### config.mk
export PLATFORM = sky130hd
export DESIGN_NAME = sfd_merge
export DESIGN_NICKNAME = d
export VERILOG_FILES = /design/src/hw/rtl/sfd_pkg.sv /design/src/hw/rtl/sfd_merge.sv
export SDC_FILE = /design/constraint.sdc
export NUM_CORES = 2
export LEC_CHECK = 0
export BUFFER_PORTS_ARGS = -buffer_cell sky130_fd_sc_hd__buf_2
export CAP_MARGIN = 20
export CORE_ASPECT_RATIO = 2
export CORE_MARGIN = 5
export CORE_UTILIZATION = 55
export DETAILED_ROUTE_END_ITERATION = 12
export GPL_TIMING_DRIVEN = 0
export PLACE_DENSITY_LB_ADDON = 0.3
export SYNTH_ARGS = -nofsm -noshare
export SYNTH_HDL_FRONTEND = slang
export SYNTH_SLANG_ARGS = --single-unit
### constraint.sdc
create_clock -name clk -period 10.4 [get_ports clk]
set_input_delay 0.52 -clock clk [delete_from_list [all_inputs] [get_ports clk]]
set_output_delay 0.52 -clock clk [all_outputs]
set_load 0.05 [all_outputs]
### src/hw/rtl/sfd_pkg.sv
// Shared types, constants and helper functions for the stereo feedback delay.
`default_nettype none

package sfd_pkg;

    // Sample width and delay memory depth (depth must be a power of two)
    localparam int SAMPLE_BITS  = 24;
    localparam int BUFFER_DEPTH = 16384;
    localparam int ADDR_W       = $clog2(BUFFER_DEPTH);

    // Register field widths
    localparam int DELAY_W = 14;
    localparam int FB_W    = 16;
    localparam int GAIN_W  = 17;

    // Fixed-point arithmetic with 16 fraction bits: feedback gain Q0.16, other gains Q1.16
    localparam int Q_FRAC = 16;
    localparam logic [GAIN_W-1:0] Q_ONE = GAIN_W'(65536);

    // Internal widths
    localparam int SUM_W      = SAMPLE_BITS + 1;
    localparam int WET_PROD_W = SAMPLE_BITS + GAIN_W + 1;
    localparam int FB_PROD_W  = SAMPLE_BITS + FB_W + 1;
    localparam int MS_PROD_W  = SUM_W + GAIN_W + 1;
    localparam int SAT_W      = 48;

    localparam logic signed [SAT_W-1:0] SMP_MAX = (SAT_W'(1) <<< (SAMPLE_BITS - 1)) - SAT_W'(1);
    localparam logic signed [SAT_W-1:0] SMP_MIN = -SMP_MAX - SAT_W'(1);
    localparam logic signed [SAT_W-1:0] HALF_Q  = SAT_W'(1) <<< (Q_FRAC - 1);
    localparam logic signed [SAT_W-1:0] HALF_MS = SAT_W'(1) <<< Q_FRAC;

    // Configuration port
    localparam int NUM_REGS   = 5;
    localparam int CFG_ADDR_W = $clog2(NUM_REGS * 4);
    localparam int REG_IDX_W  = CFG_ADDR_W - 2;
    localparam int APB_DATA_W = 32;

    typedef enum logic [REG_IDX_W-1:0] {
        REG_DELAY,
        REG_FEEDBACK,
        REG_MIX,
        REG_WIDTH,
        REG_WET
    } reg_idx_t;

    typedef logic signed [SAMPLE_BITS-1:0] sample_t;

    typedef struct packed {
        logic signed [SAMPLE_BITS-1:0] left_in;
        logic signed [SAMPLE_BITS-1:0] right_in;
    } sfd_in_t;

    typedef struct packed {
        logic signed [SAMPLE_BITS-1:0] left_out;
        logic signed [SAMPLE_BITS-1:0] right_out;
    } sfd_out_t;

    typedef struct packed {
        logic [DELAY_W-1:0] delay_samples;
        logic [FB_W-1:0]    feedback_gain;
        logic [GAIN_W-1:0]  mix_level;
        logic [GAIN_W-1:0]  width;
        logic [GAIN_W-1:0]  wet_gain;
    } sfd_cfg_t;

    // Where a lane takes its delayed sample from
    typedef enum logic [1:0] {
        RD_MEM,
        RD_BYPASS,
        RD_ZERO
    } rd_src_t;

    typedef struct packed {
        logic              rd_en;
        logic              wet_en;
        logic              rnd_en;
        logic              fb_en;
        logic              wr_en;
        rd_src_t           rd_src;
        logic [ADDR_W-1:0] rd_addr;
        logic [ADDR_W-1:0] wr_addr;
    } lane_ctrl_t;

    typedef struct packed {
        logic ms_en;
        logic wsat_en;
        logic mix_en;
        logic out_en;
    } merge_ctrl_t;

    typedef enum logic [2:0] {
        ST_IDLE,
        ST_READ,
        ST_WET,
        ST_ROUND,
        ST_FB,
        ST_WRITE,
        ST_MIX,
        ST_OUT
    } sfd_state_t;

    function automatic sample_t sat_sample(input logic signed [SAT_W-1:0] v);
        sample_t r;
        if (v > SMP_MAX) begin
            r = SMP_MAX[SAMPLE_BITS-1:0];
        end
        else if (v < SMP_MIN) begin
            r = SMP_MIN[SAMPLE_BITS-1:0];
        end
        else begin
            r = v[SAMPLE_BITS-1:0];
        end
        return r;
    endfunction

endpackage

`default_nettype wire

### src/hw/rtl/sfd_merge.sv
// Mid/side width stage and dry/wet mix of the two lanes.
`default_nettype none

module sfd_merge (
    input  wire logic                 clk,
    input  wire sfd_pkg::merge_ctrl_t ctrl,
    input  wire sfd_pkg::sfd_cfg_t    cfg,
    input  wire sfd_pkg::sfd_in_t     dry,
    input  wire sfd_pkg::sample_t     dl,
    input  wire sfd_pkg::sample_t     dr,
    output sfd_pkg::sfd_out_t         result
);
    import sfd_pkg::*;

    logic signed [SUM_W-1:0]     s_reg;
    logic signed [SUM_W-1:0]     s_next;
    logic signed [SUM_W-1:0]     diff;
    logic signed [MS_PROD_W-1:0] ms_prod_reg;
    logic signed [MS_PROD_W-1:0] ms_prod_next;
    logic signed [SAT_W-1:0]     ms_base;
    sample_t                     wl_reg;
    sample_t                     wr_reg;
    sample_t                     wl_next;
    sample_t                     wr_next;
    logic [GAIN_W-1:0]           mix_m;
    logic signed [SUM_W-1:0]     mdiff_l;
    logic signed [SUM_W-1:0]     mdiff_r;
    logic signed [MS_PROD_W-1:0] mix_l_reg;
    logic signed [MS_PROD_W-1:0] mix_r_reg;
    logic signed [MS_PROD_W-1:0] mix_l_next;
    logic signed [MS_PROD_W-1:0] mix_r_next;
    sfd_out_t                    out_reg;
    sfd_out_t                    out_next;

    assign s_next       = SUM_W'(dl) + SUM_W'(dr);
    assign diff         = SUM_W'(dl) - SUM_W'(dr);
    assign ms_prod_next = MS_PROD_W'(diff) * $signed({1'b0, cfg.width});

    // (S*2^16 +/- D*width + 2^16) >> 17
    assign ms_base = (SAT_W'(s_reg) <<< Q_FRAC) + HALF_MS;
    assign wl_next = sat_sample((ms_base + SAT_W'(ms_prod_reg)) >>> (Q_FRAC + 1));
    assign wr_next = sat_sample((ms_base - SAT_W'(ms_prod_reg)) >>> (Q_FRAC + 1));

    // x*(1-m) + w*m rewritten as x + (w-x)*m, one multiply per channel
    assign mix_m      = (cfg.mix_level > Q_ONE) ? Q_ONE : cfg.mix_level;
    assign mdiff_l    = SUM_W'(wl_reg) - SUM_W'(dry.left_in);
    assign mdiff_r    = SUM_W'(wr_reg) - SUM_W'(dry.right_in);
    assign mix_l_next = MS_PROD_W'(mdiff_l) * $signed({1'b0, mix_m});
    assign mix_r_next = MS_PROD_W'(mdiff_r) * $signed({1'b0, mix_m});

    assign out_next.left_out  = sat_sample(((SAT_W'(dry.left_in) <<< Q_FRAC)
                                + SAT_W'(mix_l_reg) + HALF_Q) >>> Q_FRAC);
    assign out_next.right_out = sat_sample(((SAT_W'(dry.right_in) <<< Q_FRAC)
                                + SAT_W'(mix_r_reg) + HALF_Q) >>> Q_FRAC);

    always_ff @(posedge clk)
    begin
        if (ctrl.ms_en)
        begin
            s_reg       <= s_next;
            ms_prod_reg <= ms_prod_next;
        end
        if (ctrl.wsat_en)
        begin
            wl_reg <= wl_next;
            wr_reg <= wr_next;
        end
        if (ctrl.mix_en)
        begin
            mix_l_reg <= mix_l_next;
            mix_r_reg <= mix_r_next;
        end
        if (ctrl.out_en)
        begin
            out_reg <= out_next;
        end
    end

    assign result = out_reg;

endmodule

`default_nettype wire

==> load_flow_metrics.sql <==
INSERT INTO impl_metrics (metric_group, metric, value, unit) VALUES
('status', 'outcome', 'complete, no violations', ''),
('detailed_routing', 'vias', '48700', ''),
('sta', 'min_period_over_period', '97.2', '%'),
('die', 'die-area', '119000', 'sq um'),
('die', 'die_height', '482', 'microns'),
('detailed_routing', 'routed_wire_length_per_instance', '25.3', 'microns'),
('detailed_routing', 'routed_via_density', '5.69', ''),
('detailed_routing', 'detail_route.wirelength', '217000', 'microns'),
('sta', 'clock.fmax', '0.0989', 'GHz'),
('grt', 'grt_use_total', '36.9', '%'),
('grt', 'largest_net_degree_at_the_start_of_global_routing', '69', ''),
('sta', 'setup_viol', '0', ''),
('synthesis', 'synth_enable_flop_cells', '220', ''),
('cts', 'root_buffer', 'clkbuf_16', ''),
('die', 'initial_utilization', '55.3', '%'),
('sta', 'clock-skew-final', '0.0168', 'ns'),
('final_layout', 'final_layout_size_suffix_gt1_share', '5.78', '%'),
('detailed_routing', 'drt_pass1_iterations', '6', ''),
('grt', 'first_global_vias', '53200', ''),
('grt', 'gr-total-overflow', '0', ''),
('worst_setup_path', 'arrival', '10.44', 'ns'),
('synthesis', 'ys_ff_latch', '220', ''),
('cts', 'numClockSinks', '220', ''),
('detailed_routing', 'drc_errors', '0', ''),
('worst_setup_path', 'startpoint_type', 'register', ''),
('placement', 'place_congestion', '1.06', ''),
('synthesis', 'yosys_warnings', '0', ''),
('cts', 'tritoncts', 'yes', ''),
('detailed_routing', 'ant_nets', '0', ''),
('final_layout', 'fillers', '10100', ''),
('synthesis', 'yosys.cell_types.count', '91', ''),
('synthesis', 'netlist_instances', '6812', ''),
('run', 'max-cap-violations', '0', ''),
('die', 'core_area', '111000', 'sq um'),
('final_layout', 'area.growth.synth_to_final', '7.07', '%'),
('grt', 'antenna_violations_before_repair', '7', ''),
('worst_setup_path', 'critical_path.slowest_cell', 'xnor2_2', ''),
('sta', 'timing_worst_slew_pin_value', '1.32', 'ns'),
('worst_setup_path', 'worstSetupEndpointType', 'register', ''),
('synthesis', 'synth_async_sr_flop_share', '0', '%'),
('worst_setup_path', 'critical_path_required', '10.73', 'ns'),
('sta', 'setup_tns', '0', 'ns'),
('worst_setup_path', 'crit_path_max_incr_delay', '0.80', 'ns'),
('cts', 'path_clk_slew', '0.07', 'ns'),
('synthesis', 'synth_fp_nets', '8756', ''),
('synthesis', 'synth_sequential_area_ratio', '10.8', '%'),
('sta', 'timing.max_slew.rel_slack', '12.3', '%'),
('detailed_routing', 'first_iter_violations', '3037', ''),
('cts', 'insertion_delay', '0.58', 'ns'),
('worst_setup_path', 'worst_path_fanout_max', '10', ''),
('sta', 'report.final.hold_viol_count', '0', ''),
('cts', 'clock_tree.buffer_depth', '3', ''),
('cts', 'tritoncts.num_buffers', '21', ''),
('worst_setup_path', 'path_class', 'reg -> reg', ''),
('placement', 'port_buffers', '178', ''),
('worst_setup_path', 'critPathMostFrequentCell', 'fa_1', ''),
('die', 'core.rowCount', '173', ''),
('grt', 'grt_first_pass_wirelength', '318000', 'microns'),
('final_layout', 'final_nets', '8992', ''),
('cts', 'hold_buffers', '0', ''),
('final_layout', 'largest_reg_flops', '48', ''),
('die', 'ioPinCount', '230', ''),
('sta', 'slew_violations', '0', ''),
('synthesis', 'syn-cell-area', '61400', 'sq um'),
('synthesis', 'syn-mean-instance-area', '9.01', 'sq um'),
('cts', 'level_count_of_the_clock_h_tree', '1', ''),
('die', 'die-width', '246', 'microns'),
('hold_path', 'hold_class', 'in -> reg', ''),
('synthesis', 'synth_flop_cell', 'edfxtp_1', ''),
('sta', 'tmin_final', '10.11', 'ns'),
('placement', 'post-dp-hpwl', '185000', 'microns');
what timing repair did:
item	CTS	global route
buffers inserted	3	13
resized for setup	56	73
pin swaps	2	7
endpoints found under the hold margin	0	0
endpoints found under the setup margin	37	23
final timing paths:
kind            startpoint            end  slack [ns]  depth (start not counted)
max reg2reg      wr_reg[1]  mix_r_reg[42]        0.29                         33
min reg2reg  mix_r_reg[21]      result[5]        0.78                          3
min                ctrl[0]      result[6]        0.46                          1
max              wr_reg[1]  mix_r_reg[42]        0.29                         33
per-layer routing:
metal / share of wire [%] / track usage [%] / vias up
met5: 0.019 / 0 / -
met4: 16 / 43.0 / 6
met3: 5.3 / 5.90 / 1052
met2: 52 / 66.8 / 2024
met1: 27 / 31.1 / 24400
li1: - / - / 21100
placed cells by master (no fill, tap or decap), drive strengths merged, types with 82 or more instances in the layout:
cell type and instances:
and2 216, a21oi 223, xor2 82, a21o 125, nor2 507, edfxtp 220
clkbuf 223, o21ai 145, xnor2 242, buf 247, nand2 817, inv 1614
ha 511, fa 1251
per-stage QoR:
stage	util, %	area, sq um	hold WS [ns]	setup WS [ns]	std cells
after detailed placement	57.9	64300	0.749	-2.03	8495
after global routing	59.2	65700	0.462	-0.0749	8550
final	59.2	65700	0.461	0.290	8556
after global placement	57.7	64100	0.755	-2.35	8477
after CTS	58.7	65200	0.457	0.00518	8532
after floorplan	-	61400	0.632	1.28	6812
cell type report:
type	count	area, sq um	share of cell area [%]
multi-input cells	4745	48400	73.6
flip-flops and latches	220	6610	10.1
inverters	1614	6060	9.22
well taps	1487	1860	2.83
repair buffers	217	1250	1.91
plain buffers	229	940	1.43
clock buffers	24	537	0.817
clock inverters	13	75.1	0.114
diodes	7	17.5	0.0267
synthesized netlist by cell type, drive strengths merged (12+ instances only):
cell type / instances / area [sq um]
inv: 1614 / 6060
nand2b: 60 / 375
edfxtp: 220 / 6610
o21bai: 37 / 278
o21a: 25 / 188
xor2: 82 / 718
o21ai: 145 / 774
or3: 16 / 100
buf: 26 / 134
nor3: 47 / 250
nand2: 817 / 3070
a211oi: 17 / 128
nand3: 69 / 345
nor4: 17 / 119
nand3b: 12 / 90.1
o211ai: 13 / 103
and2: 216 / 1350
a31oi: 21 / 146
and3: 32 / 200
clkbuf: 207 / 777
o31ai: 16 / 130
or2: 13 / 81.3
ha: 511 / 6390
xnor2: 242 / 2120
nor2: 507 / 1900
nand4: 16 / 100
a21oi: 223 / 1130
a21o: 125 / 938
nor2b: 77 / 482
fa: 1251 / 25000
worst max-delay path, delay by kind of cell (launching register included):
kind | cells | cell delay, ns
adder cells (fa/ha/maj) | 8 | 3.82
AO/OA/AOI/OAI | 14 | 3.25
XOR/XNOR | 2 | 1.18
AND/OR/NAND/NOR | 5 | 0.87
flip-flops | 1 | 0.51
buffers and inverters | 4 | 0.21
logic make-up (layout without fill, tap and decap cells):
kind of cell | after synthesis | count (layout) | share of synthesized area (%)
adder cells (fa/ha/maj) | 1763 | 1763 | 51.3
flip-flops | 220 | 220 | 10.8
AO/OA/AOI/OAI | 723 | 723 | 7.70
other | 0 | 7 | 0
AND/OR/NAND/NOR | 1935 | 1935 | 14.3
buffers and inverters | 1847 | 2097 | 11.4
XOR/XNOR | 324 | 324 | 4.62
Power is not shown: default switching activity piles up to over one toggle a cycle in this logic, so the estimate is an artifact.
